## src/design/psle_pkg.sv

```systemverilog
package psle_pkg;

   // Largest expansion of one request: '(' + backslash + three octal digits + ')'
   localparam int MAX_CHARS = 6;
   localparam int CNT_W     = $clog2(MAX_CHARS + 1);
   localparam int IDX_W     = $clog2(MAX_CHARS);
   localparam int BODY_MAX  = 4;
   localparam int BLEN_W    = $clog2(BODY_MAX + 1);

   // Depth of the queue between classifier and serialiser
   localparam int QDEPTH    = 2;
   localparam int QPTR_W    = $clog2(QDEPTH);
   localparam int QCNT_W    = $clog2(QDEPTH + 1);

   // Character codes
   localparam logic [7:0] CH_LPAREN    = 8'h28;
   localparam logic [7:0] CH_RPAREN    = 8'h29;
   localparam logic [7:0] CH_BACKSLASH = 8'h5C;
   localparam logic [7:0] CH_NEWLINE   = 8'h0A;
   localparam logic [7:0] CH_CR        = 8'h0D;
   localparam logic [7:0] CH_TAB       = 8'h09;
   localparam logic [7:0] CH_BS        = 8'h08;
   localparam logic [7:0] CH_FF        = 8'h0C;
   localparam logic [7:0] CH_LOW_N     = 8'h6E;
   localparam logic [7:0] CH_LOW_R     = 8'h72;
   localparam logic [7:0] CH_LOW_T     = 8'h74;
   localparam logic [7:0] CH_LOW_B     = 8'h62;
   localparam logic [7:0] CH_LOW_F     = 8'h66;
   localparam logic [7:0] CH_ZERO      = 8'h30;
   localparam logic [7:0] PRINT_LO     = 8'd32;
   localparam logic [7:0] PRINT_HI     = 8'd126;

   // One classified request: its characters in output order
   typedef struct packed {
      logic [MAX_CHARS-1:0][7:0] chars;
      logic [CNT_W-1:0]          count;
      logic                      closing;
   } psle_desc_type;

endpackage

```

## src/design/pdf_string_literal_escaper.sv

```systemverilog
// PDF literal-string escaper.
// Request channel (req_valid / req_stall): one string byte per request, with
// first and last marks; req_no_byte set carries no byte (first and last both
// set gives the empty string "()"). A request with no byte and no marks is
// taken and produces nothing.
// Response channel (rsp_valid / rsp_stall): one encoded character per cycle while rsp_stall is low;
// rsp_run_end marks the last character of a request, rsp_string_end the
// closing parenthesis.
// Each request expands to at most 6 characters; the serialiser sends one
// character per cycle while rsp_stall is low. A request goes through the queue,
// the current-request register and the output register before it appears.
// A two-entry queue sits between the classifier and the serialiser, so a
// new request is taken while the previous one is still being sent; req_stall
// rises only when that queue is full.
// A stalled response holds its character; the serialiser then waits and the
// queue fills. Reset empties the queue and the output register.
module pdf_string_literal_escaper (
   input  logic       clock,
   input  logic       reset,
   input  logic       req_valid,
   output logic       req_stall,
   input  logic [7:0] req_data_byte,
   input  logic       req_first_byte,
   input  logic       req_last_byte,
   input  logic       req_no_byte,
   output logic       rsp_valid,
   input  logic       rsp_stall,
   output logic [7:0] rsp_out_char,
   output logic       rsp_run_end,
   output logic       rsp_string_end
);
   import psle_pkg::*;

   psle_desc_type push_desc, q_desc;
   logic          push, pop, q_full, q_valid;

   psle_front u_front (
      .req_valid      (req_valid),
      .req_data_byte  (req_data_byte),
      .req_first_byte (req_first_byte),
      .req_last_byte  (req_last_byte),
      .req_no_byte    (req_no_byte),
      .q_full         (q_full),
      .req_stall      (req_stall),
      .push           (push),
      .push_desc      (push_desc)
   );

   psle_queue u_queue (
      .clock     (clock),
      .reset     (reset),
      .push      (push),
      .push_desc (push_desc),
      .pop       (pop),
      .q_full    (q_full),
      .q_valid   (q_valid),
      .q_desc    (q_desc)
   );

   psle_back u_back (
      .clock          (clock),
      .reset          (reset),
      .q_valid        (q_valid),
      .q_desc         (q_desc),
      .pop            (pop),
      .rsp_stall      (rsp_stall),
      .rsp_valid      (rsp_valid),
      .rsp_out_char   (rsp_out_char),
      .rsp_run_end    (rsp_run_end),
      .rsp_string_end (rsp_string_end)
   );

endmodule

```

## src/design/psle_front.sv

```systemverilog
module psle_front (
   input  logic                    req_valid,
   input  logic [7:0]              req_data_byte,
   input  logic                    req_first_byte,
   input  logic                    req_last_byte,
   input  logic                    req_no_byte,
   input  logic                    q_full,
   output logic                    req_stall,
   output logic                    push,
   output psle_pkg::psle_desc_type push_desc
);
   import psle_pkg::*;

   logic [BODY_MAX-1:0][7:0] body;
   logic [BLEN_W-1:0]        blen;
   logic [7:0]               esc;
   logic [CNT_W-1:0]         n;
   logic [CNT_W-1:0]         pos;

   // Escape letter for the characters that take a two-character form
   always_comb begin
      case (req_data_byte)
         CH_LPAREN:    esc = CH_LPAREN;
         CH_RPAREN:    esc = CH_RPAREN;
         CH_BACKSLASH: esc = CH_BACKSLASH;
         CH_NEWLINE:   esc = CH_LOW_N;
         CH_CR:        esc = CH_LOW_R;
         CH_TAB:       esc = CH_LOW_T;
         CH_BS:        esc = CH_LOW_B;
         CH_FF:        esc = CH_LOW_F;
         default:      esc = 8'h00;
      endcase
   end

   // Body of the request: escaped, octal or plain
   always_comb begin
      body = '0;
      blen = '0;
      if (!req_no_byte) begin
         if (esc != 8'h00) begin
            body[0] = CH_BACKSLASH;
            body[1] = esc;
            blen    = BLEN_W'(2);
         end else if (req_data_byte < PRINT_LO || req_data_byte > PRINT_HI) begin
            body[0] = CH_BACKSLASH;
            body[1] = CH_ZERO | {6'b0, req_data_byte[7:6]};
            body[2] = CH_ZERO | {5'b0, req_data_byte[5:3]};
            body[3] = CH_ZERO | {5'b0, req_data_byte[2:0]};
            blen    = BLEN_W'(4);
         end else begin
            body[0] = req_data_byte;
            blen    = BLEN_W'(1);
         end
      end
   end

   // Wrap the body in the parentheses the marks ask for
   always_comb begin
      push_desc = '0;
      n = '0;
      if (req_first_byte) begin
         push_desc.chars[0] = CH_LPAREN;
         n = CNT_W'(1);
      end
      for (int i = 0; i < BODY_MAX; i++) begin
         pos = n + CNT_W'(i);
         if (BLEN_W'(i) < blen) push_desc.chars[pos[IDX_W-1:0]] = body[i];
      end
      n = n + CNT_W'(blen);
      if (req_last_byte) begin
         push_desc.chars[n[IDX_W-1:0]] = CH_RPAREN;
         n = n + CNT_W'(1);
      end
      push_desc.count   = n;
      push_desc.closing = req_last_byte;
   end

   // Requests that expand to nothing are taken and dropped
   assign req_stall = q_full;
   assign push      = req_valid && !q_full && (push_desc.count != '0);

endmodule

```

## src/design/psle_queue.sv

```systemverilog
module psle_queue (
   input  logic                    clock,
   input  logic                    reset,
   input  logic                    push,
   input  psle_pkg::psle_desc_type push_desc,
   input  logic                    pop,
   output logic                    q_full,
   output logic                    q_valid,
   output psle_pkg::psle_desc_type q_desc
);
   import psle_pkg::*;

   psle_desc_type           mem_ff [QDEPTH];
   logic [QPTR_W-1:0]       wr_ptr_ff, wr_ptr_in;
   logic [QPTR_W-1:0]       rd_ptr_ff, rd_ptr_in;
   logic [QCNT_W-1:0]       cnt_ff, cnt_in;
   logic                    do_push, do_pop;

   assign q_full  = (cnt_ff == QCNT_W'(QDEPTH));
   assign q_valid = (cnt_ff != '0);
   assign q_desc  = mem_ff[rd_ptr_ff];
   assign do_push = push && !q_full;
   assign do_pop  = pop && q_valid;

   // Pointer and fill count update
   always_comb begin
      wr_ptr_in = wr_ptr_ff;
      rd_ptr_in = rd_ptr_ff;
      cnt_in    = cnt_ff;
      if (do_push) wr_ptr_in = (wr_ptr_ff == QPTR_W'(QDEPTH - 1)) ? '0 : wr_ptr_ff + 1'b1;
      if (do_pop)  rd_ptr_in = (rd_ptr_ff == QPTR_W'(QDEPTH - 1)) ? '0 : rd_ptr_ff + 1'b1;
      if (do_push && !do_pop) cnt_in = cnt_ff + 1'b1;
      if (!do_push && do_pop) cnt_in = cnt_ff - 1'b1;
   end

   always_ff @(posedge clock) begin
      if (reset) begin
         wr_ptr_ff <= '0;
         rd_ptr_ff <= '0;
         cnt_ff    <= '0;
      end else begin
         wr_ptr_ff <= wr_ptr_in;
         rd_ptr_ff <= rd_ptr_in;
         cnt_ff    <= cnt_in;
      end
   end

   // Storage
   always_ff @(posedge clock) begin
      if (do_push) mem_ff[wr_ptr_ff] <= push_desc;
   end

   a_cnt_bound: assert property (@(posedge clock) disable iff (reset)
      cnt_ff <= QCNT_W'(QDEPTH))
      else $error("queue fill count above depth");

   a_ptr_gap: assert property (@(posedge clock) disable iff (reset)
      (cnt_ff == '0 || cnt_ff == QCNT_W'(QDEPTH)) |-> (wr_ptr_ff == rd_ptr_ff))
      else $error("queue pointers disagree with fill count");

   a_cnt_step: assert property (@(posedge clock) disable iff (reset)
      (do_push && !do_pop) |=> (cnt_ff == $past(cnt_ff) + 1'b1))
      else $error("queue count missed a push");

endmodule

```

## src/design/psle_back.sv

```systemverilog
module psle_back (
   input  logic                    clock,
   input  logic                    reset,
   input  logic                    q_valid,
   input  psle_pkg::psle_desc_type q_desc,
   output logic                    pop,
   input  logic                    rsp_stall,
   output logic                    rsp_valid,
   output logic [7:0]              rsp_out_char,
   output logic                    rsp_run_end,
   output logic                    rsp_string_end
);
   import psle_pkg::*;

   psle_desc_type    cur_ff, cur_in;
   logic [IDX_W-1:0] idx_ff, idx_in;
   logic             busy_ff, busy_in;
   logic             vld_ff, vld_in;
   logic [7:0]       char_ff, char_in;
   logic             rend_ff, rend_in;
   logic             send_ff, send_in;
   logic             out_free, emit, at_last;

   assign out_free = !vld_ff || !rsp_stall;
   assign emit     = busy_ff && out_free;
   assign at_last  = (CNT_W'(idx_ff) + CNT_W'(1)) == cur_ff.count;
   assign pop      = q_valid && (!busy_ff || (emit && at_last));

   // Serialise the current request into the output register
   always_comb begin
      cur_in  = cur_ff;
      idx_in  = idx_ff;
      busy_in = busy_ff;
      vld_in  = vld_ff && rsp_stall;
      char_in = char_ff;
      rend_in = rend_ff;
      send_in = send_ff;
      if (emit) begin
         vld_in  = 1'b1;
         char_in = cur_ff.chars[idx_ff];
         rend_in = at_last;
         send_in = at_last && cur_ff.closing;
         idx_in  = idx_ff + 1'b1;
         if (at_last) busy_in = 1'b0;
      end
      if (pop) begin
         cur_in  = q_desc;
         idx_in  = '0;
         busy_in = 1'b1;
      end
   end

   always_ff @(posedge clock) begin
      if (reset) begin
         busy_ff <= 1'b0;
         vld_ff  <= 1'b0;
      end else begin
         busy_ff <= busy_in;
         vld_ff  <= vld_in;
      end
   end

   always_ff @(posedge clock) begin
      cur_ff  <= cur_in;
      idx_ff  <= idx_in;
      char_ff <= char_in;
      rend_ff <= rend_in;
      send_ff <= send_in;
   end

   assign rsp_valid      = vld_ff;
   assign rsp_out_char   = char_ff;
   assign rsp_run_end    = rend_ff;
   assign rsp_string_end = send_ff;

   a_close_char: assert property (@(posedge clock) disable iff (reset)
      (vld_ff && send_ff) |-> (rend_ff && char_ff == CH_RPAREN))
      else $error("closing mark on a character other than the final parenthesis");

   a_idx_range: assert property (@(posedge clock) disable iff (reset)
      busy_ff |-> (CNT_W'(idx_ff) < cur_ff.count))
      else $error("serialiser index past the end of the request");

   a_nonempty: assert property (@(posedge clock) disable iff (reset)
      pop |=> (cur_ff.count != '0))
      else $error("empty request reached the serialiser");

endmodule

```

## config.mk

```make
export PLATFORM = sky130hd
export DESIGN_NAME = pdf_string_literal_escaper
export DESIGN_NICKNAME = d
export VERILOG_FILES = /design/src/design/psle_pkg.sv /design/src/design/pdf_string_literal_escaper.sv /design/src/design/psle_front.sv /design/src/design/psle_queue.sv /design/src/design/psle_back.sv
export SDC_FILE = /design/constraint.sdc
export NUM_CORES = 1
export LEC_CHECK = 0
export BUFFER_PORTS_ARGS = -buffer_cell sky130_fd_sc_hd__buf_4
export CORE_ASPECT_RATIO = 0.7
export CORE_MARGIN = 3
export CORE_UTILIZATION = 55
export CTS_CLUSTER_SIZE = 8
export DETAILED_ROUTE_END_ITERATION = 12
export HOLD_SLACK_MARGIN = 0.03
export PLACE_DENSITY = 0.72
export SKIP_CTS_REPAIR_TIMING = 1
export SLEW_MARGIN = 40
export SYNTH_ARGS = -nofsm -noshare
export SYNTH_HDL_FRONTEND = slang
export SYNTH_SLANG_ARGS = --single-unit
```

## constraint.sdc

```tcl
create_clock -name clock -period 14.2 [get_ports clock]
set_input_delay 0.71 -clock clock [delete_from_list [all_inputs] [get_ports clock]]
set_output_delay 0.71 -clock clock [all_outputs]
set_load 0.01 [all_outputs]
```

# [After elaboration in Yosys (flattened, before gate mapping)]
# Memories as Yosys holds them, arrays and structs flattened. A register that Yosys moved wholly into a read port is not among the register bits.
# Index checks and enable logic that the tools add are counted.
# Widths: inputs -> output; s select.
[totals] romBits=0 mem_count=1 regBits=19 wordCells=125 latchBits=0 mem_bits_rw=104 inputBits=15
[op_classes] mul=0 reduce_logical=32 n_lt_le_gt_ge=17 n_shift=0 eq_ne=10 n_div=0 add_sub_neg=10 bitwise_logic=3 n_mux=43
[memory_table] memory="u_queue.mem_ff" depth=2 width=52 read_ports=1 rd_clocked_by_memory_dff=1 write_ports=1 line_no="psle_queue.sv:13" rtl="psle_desc_type mem_ff [QDEPTH];"
[op_table] cell="$mux 48" n=5
[op_table] cell="$bwmux 48" n=4
[op_table] cell="$demux 8 s3" n=5
[op_table] cell="$mux 8" n=7
[op_table] cell="$pmux 7 s8" n=1
[op_table] cell="$eq 8x4->1 const B" n=5
[op_table] cell="$mux 32" n=1
[op_table] cell="$and 30x30->30" n=1
[op_table] cell="$not 30->30" n=1
[op_table] cell="$bmux 8 s3" n=1
[op_table] cell="$mux 22" n=1
[op_table] cell="$lt 3x4->1 const B" n=5
[op_table] cell="$or 18x18->18" n=1
[op_table] cell="$eq 8x6->1 const B" n=2
[op_table] cell="$logic_and 1x1->1" n=16
[op_table] cell="$mux 16" n=1
[op_table] cell="$mux 14" n=1
[op_table] cell="$ge 3x1->1 const B" n=4
[op_table] cell="$mux 3" n=4
[op_table] cell="$mux 1" n=9
[op_table] cell="$eq 8x7->1 const B" n=1
[op_table] cell="$gt 8x7->1 const B" n=1
[op_table] cell="$lt 8x6->1 const B" n=1
[op_table] cell="$reduce_bool 2->1" n=4
[op_table] cell="other kinds (20)" n=33

# [Depth between registers and ports, before layout]
# Gate-level depths: netlist of run 1.
[logic_depth] depth_word=15 depth_mapped=17 ltp_nobuf=14

# [By module]
# A second synthesis of run 1 with hierarchy kept.
[hier_totals] cells_unflattened=489 area_unflattened_um2=7594.8
[by_module_without_submodules] mod="psle_queue" n_inst=1 cells_per_inst=188 area_each_um2=3965.1 seq_area_each_um2=3223.1
[by_module_without_submodules] mod="psle_back" n_inst=1 cells_per_inst=132 area_each_um2=2542.4 seq_area_each_um2=1961.9
[by_module_without_submodules] mod="psle_front" n_inst=1 cells_per_inst=169 area_each_um2=1087.3 seq_area_each_um2=0.0

# [Worst setup path after synthesis of run 1]
# Ideal clock, no wire load.
[synth_path] path_kind="input to register" startpoint="input req_data_byte[6]" endpoint="memory u_queue.mem_ff[0][0] (netlist name), enable pin" path_stages=13 arrival_time_ps=5194 setup_slack_ps=8555 required_time_ps=13749 path_cell_list="buf_2 -> or4b_1 -> clkbuf_1 -> a211oi_4 -> nor4_1 -> ha_1 -> ha_1 -> clkbuf_1 -> nand3_1 -> nand3_1 -> nor2_1 -> o21ai_0 -> a21oi_1"
[synth_between] elab_chain_len=13
[synth_rtl] element="start, declared" line_no="pdf_string_literal_escaper.sv:22" rtl="input logic [7:0] req_data_byte,"
[synth_rtl] element="$eq 8x4->1, or another cell as far along" line_no="psle_front.sv:22" rtl="case (req_data_byte)"
[synth_rtl] element="$pmux 7 s8 or $logic_or 1x1->1 (tied branches)" line_no="psle_front.sv:22, psle_front.sv:44"
[synth_rtl] element="$reduce_bool 8->1 or $mux 3 (tied branches)" line_no="psle_front.sv:40, psle_front.sv:44"
[synth_rtl] element="$mux 3 *" line_no="psle_front.sv:40" rtl="if (esc != 8'h00) begin"
[synth_rtl] element="$mux 3 *" line_no="psle_front.sv:39" rtl="if (!req_no_byte) begin"
[synth_rtl] element="$add 1x3->3 *" line_no="psle_front.sv:69" rtl="n = n + CNT_W'(blen);"
[synth_rtl] element="$add 3x1->3" line_no="psle_front.sv:72" rtl="n = n + CNT_W'(1);"
[synth_rtl] element="$mux 3 *" line_no="psle_front.sv:70" rtl="if (req_last_byte) begin"
[synth_rtl] element="$reduce_bool 3->1 *" line_no="psle_front.sv:80" rtl="assign push = req_valid && !q_full && (push_desc.count != '0);"
[synth_rtl] element="$logic_and 1x1->1 *" line_no="psle_front.sv:80"
[synth_rtl] element="$logic_and 1x1->1 *" line_no="psle_queue.sv:22" rtl="assign do_push = push && !q_full;"
[synth_rtl] element="$mux 1 *" line_no="psle_queue.sv:50" rtl="if (do_push) mem_ff[wr_ptr_ff] <= push_desc;"
[synth_rtl] element="$mux 1 (implied by the code) *" line_no="psle_queue.sv:50"
[synth_rtl] element="end, declared" line_no="psle_queue.sv:13"
# Mark *: on every way between the ends. The rest lies on a longest branch, timed or not.

# [Final worst setup path of run 1]
[layout_path] startpoint="input req_data_byte[4]" endpoint="register u_queue.cnt_ff[1]"
[layout_between] elab_chain_len=14
[layout_rtl] element="$eq 8x4->1, or another cell as far along" line_no="psle_front.sv:22"
[layout_rtl] element="$pmux 7 s8 or $logic_or 1x1->1 (tied branches)" line_no="psle_front.sv:22, psle_front.sv:44"
[layout_rtl] element="$reduce_bool 8->1 or $mux 3 (tied branches)" line_no="psle_front.sv:40, psle_front.sv:44"
[layout_rtl] element="$mux 3 *" line_no="psle_front.sv:40"
[layout_rtl] element="$mux 3 *" line_no="psle_front.sv:39"
[layout_rtl] element="$add 1x3->3 *" line_no="psle_front.sv:69"
[layout_rtl] element="$add 3x1->3" line_no="psle_front.sv:72"
[layout_rtl] element="$mux 3 *" line_no="psle_front.sv:70"
[layout_rtl] element="$reduce_bool 3->1 *" line_no="psle_front.sv:80"
[layout_rtl] element="$logic_and 1x1->1 *" line_no="psle_front.sv:80"
[layout_rtl] element="$logic_and 1x1->1 *" line_no="psle_queue.sv:22"
[layout_rtl] element="$logic_not 1->1" line_no="psle_queue.sv:33" rtl="if (!do_push && do_pop) cnt_in = cnt_ff - 1'b1;"
[layout_rtl] element="$logic_and 1x1->1" line_no="psle_queue.sv:33"
[layout_rtl] element="$mux 2 or $reduce_bool 2->1 (tied branches)"
[layout_rtl] element="end signal, assigned" line_no="psle_queue.sv:44" rtl="cnt_ff <= cnt_in;"
[layout_rtl] element="end, declared" line_no="psle_queue.sv:16" rtl="logic [QCNT_W-1:0] cnt_ff, cnt_in;"
# Marked as above.
# A chain may end at the register's enable or synchronous reset.

==> impl_metrics.ini, run 1 <==
[global_routing]
grt_pass1_vias = 3600
grt_max_degree = 46
grt_util_all_layers = 0.217
grt_pass1_wl_um = 20300
grt_overflow = 0
grt_antenna_before_repair = 0

[layout]
layout.cells.non_filler = 635
synthToLayoutAreaGrowth_pct = 15.4
design_area_um2 = 7160
antenna_cells = 0
finalNetCount = 493
drive_gt1_frac = 0.238

[timing]
setup_viol = 0
slew_viol_final = 0
tns_ns = 0
period_minus_slack_ns = 4.58
clock_skew_ns = 0.00805
hold_violations = 0
grt_setup_unrepaired = no
max_slew_margin = 0.510
fin_ws_ns = 9.62
timing.fmax_mhz = 218
finalCritPeriodShare = 0.323
worst_pin_slew_ns = 0.728

[pwr]
powerDensity_nw_per_um2 = 195
p_total_mw = 1.40
power.leakage_nw = 2.49
ir_drop_uv = 88.1

[yosys]
yosysTopAreaCellShare = 0.629
syn_avg_cell_area_um2 = 13.9
syn_area_um2 = 6200
yosys.area.top_type = edfxtp_1
ys_top_cells_by_area = edfxtp_1 (63%), mux2_2 (7.6%), dfxtp_1 (2.9%)
synthTopCellsByCount = edfxtp_1 (130), nor2_1 (44), mux2_2 (42)
ys_async_sr_fraction = 0
syn_inst = 447
yosysWarnings = 0
ys_types = 59
ys.flop_type = edfxtp_1
yosysMostFrequentCell = edfxtp_1
seq_area_frac_synth = 0.658
synth_edf_count = 130
ys_ff_latch = 139

[setup_path]
cpMostUsedCell = ha_1
worstSetupStartpointType = primary input
r2r_slack_ns = 10.97
worstPathMaxFanout = 10
worstPathArrival_ns = 4.93
cpMaxStageDelayCell = or4b_1
cp.required_ns = 14.55
path_cells = buf_4, or4b_1, a211oi_4, nor4_1, ha_1, ha_1, nand3_1, nand3_1, nor2_1, o21ai_0, and2_1, ha_1, or3_1, a21oi_1
max_stage_delay_ns = 0.70
critPathKind = in2reg
endpoint_kind = register

[clocking]
clk_latency_ns = 0.41
h-tree-depth = 4
cts_root_buf = clkbuf_16
cts.path.max_buffers = 2
clk_pin_slew_ns = 0.06
cts_made_buffers = 17
tritoncts = built
clock_sinks = 139

[routing]
vias = 3832
antenna_left = 0
dr.pass1.iters = 5
first_iter_violations = 460
post-route-drc-count = 0
vias_per_cell = 6.03
routed_wl_um = 12900
wl_per_cell_um = 20.3

[placement]
dpl.cell_count = 603
portBuffers = 26
dp_hpwl_um = 8470
routabilityCongestion = 0.920
placed_cell_area_um2 = 6570
pre_cts_slack_ns = 9.06

[floorplanning]
initial_core_util = 0.582
core-area_um2 = 10700
io_pins = 27
die_area_um2 = 12600
die_h_um = 94.9
die_x_um = 133
placementRows = 31

[run]
maxCapViolCount = 0

[hold_path]
min_path_type = reg2reg

[outcome]
status = finished clean
[metal layers]
layer / up-vias / track usage / part of all wire
met3: 10 / 0.0607 / 0.088
met5: - / 0 / 0
met4: 0 / 0.0640 / 0.0095
li1: 1768 / - / -
met1: 1868 / 0.334 / 0.47
met2: 186 / 0.301 / 0.43
[through the flow]
| stage | utilization | hold slack, ns |
|---|---|---|
| after floorplan | - | 0.453 |
| after global placement | 0.616 | 0.489 |
| after detailed placement | 0.616 | 0.507 |
| after CTS | 0.672 | 0.517 |
| after global routing | 0.672 | 0.549 |
| final | 0.672 | 0.511 |
[layout by cell type, fill, tap and decap left out, types with 5 or more instances in the layout]
master	count
edfxtp_1	130
nor2_1	44
mux2_2	42
buf_4	31
nand2_1	17
clkbuf_16	17
o21ai_0	16
a21oi_1	15
mux2i_1	11
inv_1	9
nor3_1	9
dfxtp_1	9
nand3_1	8
xnor2_1	7
o22ai_1	7
nor4_1	6
or3_1	6
a22oi_1	6
nand2b_1	5
a31oi_1	5
clkinv_2	5
[final cells by class]
cell class / count / area, um2
clock buffer: 20 / 447
multi-input combinational: 275 / 2030
fill: 759 / 3500
sequential: 139 / 4080
inverter: 10 / 37.5
clock inverter: 12 / 149
timing repair buffer: 31 / 233
tap: 148 / 185
[cells by family (layout without fill, tap and decap cells)]
family	count (synthesis)	after routing	synth area share
flops	139	139	0.658
simple gates	119	119	0.0978
compound gates	80	80	0.0889
mux	55	55	0.101
buf+inv	36	73	0.0222
xor+xnor	13	13	0.0230
fa+ha+maj	4	4	0.00807
other cells	1	4	0.000604
[final timing paths]
check | end | from | cells past startpoint
worst max-delay path | u_queue.cnt_ff[1] | req_data_byte[4] | 14
worst max register to register | u_queue.cnt_ff[1] | u_back.idx_ff[1] | 8
worst min-delay path | u_queue.cnt_ff[1] | u_queue.cnt_ff[1] | 2
worst min register to register | u_queue.cnt_ff[1] | u_queue.cnt_ff[1] | 2
[critical path, delay by kind of cell]
family / cells / cell delay [ns]
AO/OA/AOI/OAI: 3 / 1.12
adder cells (fa/ha/maj): 3 / 0.92
buffers and inverters: 1 / 0.14
AND/OR/NAND/NOR: 7 / 2.04
[power by group]
| group | switching, mW | internal (mW) | leakage (nW) |
|---|---|---|---|
| logic | 0.195 | 0.130 | 0.900 |
| registers | 0.0406 | 0.594 | 1.30 |
| clock network | 0.162 | 0.280 | 0.293 |
[flip-flops by register name, indices dropped and copies added, names as in the netlist, 2 cells and up]
signal               cells
u_back.cur_ff           40
u_back.idx_ff            3
u_back.rsp_out_char      8
u_queue.cnt_ff           2
u_queue.mem_ff          80
Note: power is estimated with default switching activity, not from simulation.
==> run 2: changes to the inputs <==
ABC_AREA = 1   (was unset)
clock period = 4.6 ns   (was 14.2 ns; I/O delays follow)
==> run 2 against run 1 <==
Against the previous run:
- total power grew to 3.1 times the previous value
- flip-flop and latch count is the same
- count of clock-buffer cells in the layout shrank 1
- via count grew 6.2%
- global-route usage grew 0.85 points
- critical endpoint unchanged
- largest cell class unchanged
==> impl_metrics.ini, run 2 <==
[outcome]
status = finished clean

[placement]
dpl.cell_count = 721
portBuffers = 26
routabilityCongestion = 0.941
pre_cts_slack_ns = 1.06
dp_hpwl_um = 8760

[yosys]
ys_types = 42
ys_top_cells_by_area = edfxtp_1 (64%), nand2_1 (11%), dfxtp_1 (3.0%)
seq_area_frac_synth = 0.670
yosysWarnings = 0
yosysMostFrequentCell = nand2_1
syn_inst = 555
synthTopCellsByCount = nand2_1 (181), edfxtp_1 (130), inv_1 (40), nor2_1 (40), o21ai_0 (25)
ys.flop_type = edfxtp_1
synth-adder-area-share = 0.00821
syn_area_um2 = 6100
synth_compound_area_frac = 0.0650
ys_async_sr_fraction = 0
yosysTopAreaCellShare = 0.640
yosys.area_share.simple = 0.212
synthMuxAreaShare = 0
ys_ff_latch = 139
synth_edf_count = 130
syn_avg_cell_area_um2 = 11.0
yosys.area.top_type = edfxtp_1
synth_top_family_by_area = simple AND/OR/NAND/NOR gates
synth-xor-area-share = 0.00431

[pwr]
power_switching_mw = 1.33
power_frac_clock = 0.310
p_sw_frac = 0.303
p_seq_frac = 0.457
powerDensity_nw_per_um2 = 617
power.leakage_nw = 2.94
internal-power_mw = 3.06
ir_drop_uv = 305
pwr-share-comb = 0.233

[setup_path]
worstPathMaxFanout = 6
worstPathArrival_ns = 3.44
worstSetupStartpointType = primary input
endpoint_kind = register
critPathKind = in2reg
cp.required_ns = 4.90
worstRegToRegCells = 9

[timing]
clock_skew_ns = 0.00770
finalCritPeriodShare = 0.683
hold_violations = 0
period_minus_slack_ns = 3.14
hold_slack_ns = 0.0833
fin_ws_ns = 1.46
max_slew_margin = 0.533
tns_ns = 0
setup_viol = 0
worst_pin_slew_ns = 0.699
slew_viol_final = 0
timing.fmax_mhz = 318
grt_setup_unrepaired = no

[clocking]
clk_latency_ns = 0.41
cts_made_buffers = 17
cts_root_buf = clkbuf_16
clk_pin_slew_ns = 0.05
clock_sinks = 139
cts.path.max_buffers = 2
h-tree-depth = 4
tritoncts = built

[layout]
fin_util = 0.671
finalNetCount = 613
drive_gt1_frac = 0.173
antenna_cells = 0
area.sequential_um2 = 4080
final_cell_mix = nand2_1 (181), edfxtp_1 (130), inv_1 (40), nor2_1 (39), buf_4 (31)
final_common_cell = nand2_1
layout.cells.non_filler = 755
synthToLayoutAreaGrowth_pct = 16.4
fillers = 806
largest_register_ffs = 80
top_register = u_queue.mem_ff
multi_input_area_um2 = 1790

[routing]
dr.pass1.iters = 6
vias_per_cell = 5.39
routed_wl_um = 13000
first_iter_violations = 382
post-route-drc-count = 0
wl_per_cell_um = 17.2
vias = 4069
antenna_left = 0

[global_routing]
grt_pass1_vias = 3899
grt_antenna_before_repair = 0
grt_pass1_wl_um = 20900
grt_max_degree = 46
grt_overflow = 0
grt_util_all_layers = 0.226

[floorplanning]
die_h_um = 94.1
placementRows = 31
die_x_um = 132
die_area_um2 = 12400
core-area_um2 = 10600
io_pins = 27
initial_core_util = 0.576

[run]
maxCapViolCount = 0

[hold_path]
holdPathStages = 3
min_path_type = in2reg
run 2: cell types whose count changed after synthesis, moves of 6 or more:
cell	delta
nor3_1	-8
nand2_1	+164
nand3_1	+16
nor4_1	-6
a22oi_1	-6
inv_1	+31
mux2i_1	-11
o21ai_0	+9
mux2_2	-42
inv_2	+8
buf_1	-6
or3_1	-6
run 2: area by class of cell:
class / instances / area share
Tap cell: 148 / 0.0261
Inverter: 48 / 0.0254
Multi-Input combinational cell: 354 / 0.252
Timing Repair Buffer: 34 / 0.0384
Clock inverter: 13 / 0.0208
Sequential cell: 139 / 0.575
Clock buffer: 19 / 0.0624
run 2: critical path, cell delays in order:
cell and delay [ns]:
buf_4 0.11, inv_1 0.10, nand2_1 0.08, nor2_1 0.25, nand2_4 0.12, nand3_4 0.12, nor2_8 0.07, nand2_4 0.09
nor2_4 0.05, ha_1 0.17, ha_1 0.30, inv_1 0.10, nor2_1 0.24, inv_1 0.11, nand2_1 0.09, o21ai_0 0.08
inv_1 0.10, nand3_4 0.08, nand2_1 0.17, ha_1 0.29, a21oi_1 0.13, o21ai_0 0.12, o21ai_0 0.17, a21oi_1 0.06
run 2: kinds of logic after synthesis:
group,count (synthesis)
flip-flops,139
adder cells (fa/ha/maj),4
XOR/XNOR,3
AO/OA/AOI/OAI,64
buffers and inverters,65
other,1
AND/OR/NAND/NOR,279
run 2: routing by layer:
| metal | GRT usage | up-vias | wire length, um |
|---|---|---|---|
| met5 | 0 | - | 0 |
| met4 | 0.0691 | 0 | 135 |
| met3 | 0.0589 | 12 | 1020 |
| met2 | 0.341 | 146 | 5880 |
| met1 | 0.324 | 1944 | 5940 |
| li1 | - | 1967 | - |
run 2: final timing paths:
kind | from | end | slack (ns)
max | req_data_byte[7] | u_queue.cnt_ff[1] | 1.46
min | rsp_stall | u_back.rsp_valid | 0.08
max reg2reg | u_back.idx_ff[1] | u_queue.rd_ptr_ff | 1.75
min reg2reg | u_back.busy_ff | u_back.rsp_valid | 0.47
run 2: power groups by stage:
stage	clock network, mW	logic (mW)	registers, mW
2_1_floorplan	0	0.656	2.00
6_report	1.36	1.02	2.00
3_3_place_gp	0	0.989	2.01
3_5_place_dp	0	1.02	2.03
4_1_cts	1.37	1.03	2.00
5_1_grt	1.43	1.15	2.03
run 2: through the flow:
stage | cell area (um2) | power, mW
after floorplan | 6110 | 2.66
after global placement | 6490 | 3.00
after detailed placement | 6490 | 3.04
after CTS | 7080 | 4.40
after global routing | 7100 | 4.61
final | 7100 | 4.38
==> run 3: changes to the inputs <==
ABC_AREA = 0   (was 1)
PLACE_DENSITY = 0.75   (was 0.72)
clock period = 2.6 ns   (was 4.6 ns; I/O delays follow)
==> run 3 against run 2 <==
Against the previous run:
- routed wire length rose by 4.3%
- sequential power rose by 71%
- first-iteration DRC count rose by 8.9%
- clock skew fell by 0.00092 ns
- total power rose by 74%
- non-clock buffer count rose by 62
- setup slack got worse by 1.4 ns
- clock power rose by 58%
- critical path depth fell by 11
- die area rose by 1.6%
==> impl_metrics.ini, run 3 (synthesis gave the netlist of run 1 again) <==
[run]
maxCapViolCount = 0

[clocking]
clock_sinks = 139
h-tree-depth = 4
cts_made_buffers = 17
clk_latency_ns = 0.41
cts_root_buf = clkbuf_16
cts.path.max_buffers = 2
tritoncts = built
clk_pin_slew_ns = 0.05

[timing]
fin_ws_ns = 0.0222
max_slew_margin = 0.495
hold_slack_ns = 0.0574
finalCritPeriodShare = 0.991
setup_viol = 0
hold_violations = 0
period_minus_slack_ns = 2.58
tns_ns = 0
worst_pin_slew_ns = 0.757
grt_setup_unrepaired = yes
slew_viol_final = 0
clock_skew_ns = 0.00678
timing.fmax_mhz = 388

[layout]
fin_util = 0.730
final_cell_mix = edfxtp_1 (130), buf_4 (86), nor2_1 (42), mux2_2 (42)
synthToLayoutAreaGrowth_pct = 25.5
antenna_cells = 0
final_common_cell = edfxtp_1
fillers = 687
largest_register_ffs = 80
layout.cells.non_filler = 698
drive_gt1_frac = 0.349
top_register = u_queue.mem_ff
finalNetCount = 558

[global_routing]
grt_util_all_layers = 0.226
grt_pass1_wl_um = 21200
grt_pass1_vias = 4019
grt_antenna_before_repair = 0
grt_overflow = 0
grt_max_degree = 45

[floorplanning]
placementRows = 31
core-area_um2 = 10700
initial_core_util = 0.582
die_area_um2 = 12600
die_x_um = 133
io_pins = 27
die_h_um = 94.9

[pwr]
power.leakage_nw = 2.80
power_switching_mw = 2.20
p_seq_frac = 0.449
powerDensity_nw_per_um2 = 979
ir_drop_uv = 560
pwr-share-comb = 0.269
power_frac_clock = 0.282
internal-power_mw = 5.42
p_sw_frac = 0.289

[routing]
first_iter_violations = 416
vias = 4102
routed_wl_um = 13500
dr.pass1.iters = 5
post-route-drc-count = 0
antenna_left = 0
wl_per_cell_um = 19.4
vias_per_cell = 5.88

[setup_path]
r2r-end = u_queue.cnt_ff[1]
worstSetupStartpointType = primary input
r2r_slack_ns = 0.39
startpoint = req_data_byte[6]
critPathKind = in2reg
worstRegToRegCells = 7
worstPathMaxFanout = 6
endpoint_kind = register
cp.required_ns = 2.94
worstPathArrival_ns = 2.92
r2r-start = u_back.idx_ff[0]
worstSetupEndpoint = u_queue.cnt_ff[1]

[placement]
routabilityCongestion = 0.915
dpl.cell_count = 662
portBuffers = 26
pre_cts_slack_ns = -0.562
dp_hpwl_um = 9240

[outcome]
status = finished clean

[hold_path]
min_path_type = in2reg
min_from = req_last_byte
-- run 3: changes by cell type in the layout (fill, tap and decap cells not counted), sizes merged, moves of 10 or more --
cell / previous run / this run
buf: 32 / 94
inv: 49 / 10
nand3: 31 / 8
mux2: 0 / 42
mux2i: 0 / 11
o21ai: 26 / 16
nand2: 191 / 17
-- run 3: worst min path at each step --
stage | end | slack [ns] | cells past startpoint
2_1_floorplan | u_queue.mem_ff[0][0] | 0.23 | 0
3_3_place_gp | u_back.rsp_valid | 0.37 | 3
3_5_place_dp | u_back.busy_ff | 0.39 | 2
4_1_cts | u_back.busy_ff | -0.05 | 2
5_1_grt | u_queue.mem_ff[1][0] | 0.05 | 1
6_report | u_queue.mem_ff[1][0] | 0.06 | 1
-- run 3: worst max-delay path: stages --
cell      delay (ns)
buf_6           0.09
or4b_4          0.57
a211oi_4        0.24
nor4_4          0.07
ha_2            0.21
ha_4            0.25
o311ai_4        0.30
nor2_1          0.10
o21ai_2         0.14
and2_4          0.16
ha_4            0.19
or3_1           0.34
a21oi_1         0.12
-- run 3: area by class of cell --
type / count / area (um2) / share of cell area
flip-flops and latches: 139 / 4080 / 0.525
well taps: 148 / 185 / 0.0238
repair buffers: 96 / 791 / 0.102
multi-input cells: 275 / 2160 / 0.277
clock inverters: 12 / 103 / 0.0132
inverters: 10 / 37.5 / 0.00482
clock buffers: 18 / 429 / 0.0551
-- run 3: metal layers --
metal / routed length [um] / up-vias / GRT usage
met2: 6350 / 162 / 0.357
met4: 170 / 0 / 0.0614
met5: 0 / - / 0
met1: 6090 / 2027 / 0.316
li1: - / 1896 / -
met3: 921 / 17 / 0.0596
-- run 3: through the flow --
step	instance area, um2	power [mW]
2_1_floorplan	6380	4.71
3_3_place_gp	7150	5.39
3_5_place_dp	7150	5.48
4_1_cts	7690	7.64
5_1_grt	7790	7.99
6_report	7790	7.62
-- run 3: power by group through the flow --
| stage | clock network (mW) | registers (mW) | logic, mW |
|---|---|---|---|
| global route | 2.29 | 3.47 | 2.23 |
| finish | 2.15 | 3.42 | 2.05 |
| floorplan | 0 | 3.45 | 1.26 |
| detailed placement | 0 | 3.46 | 2.01 |
| global placement | 0 | 3.44 | 1.95 |
| CTS | 2.18 | 3.42 | 2.04 |
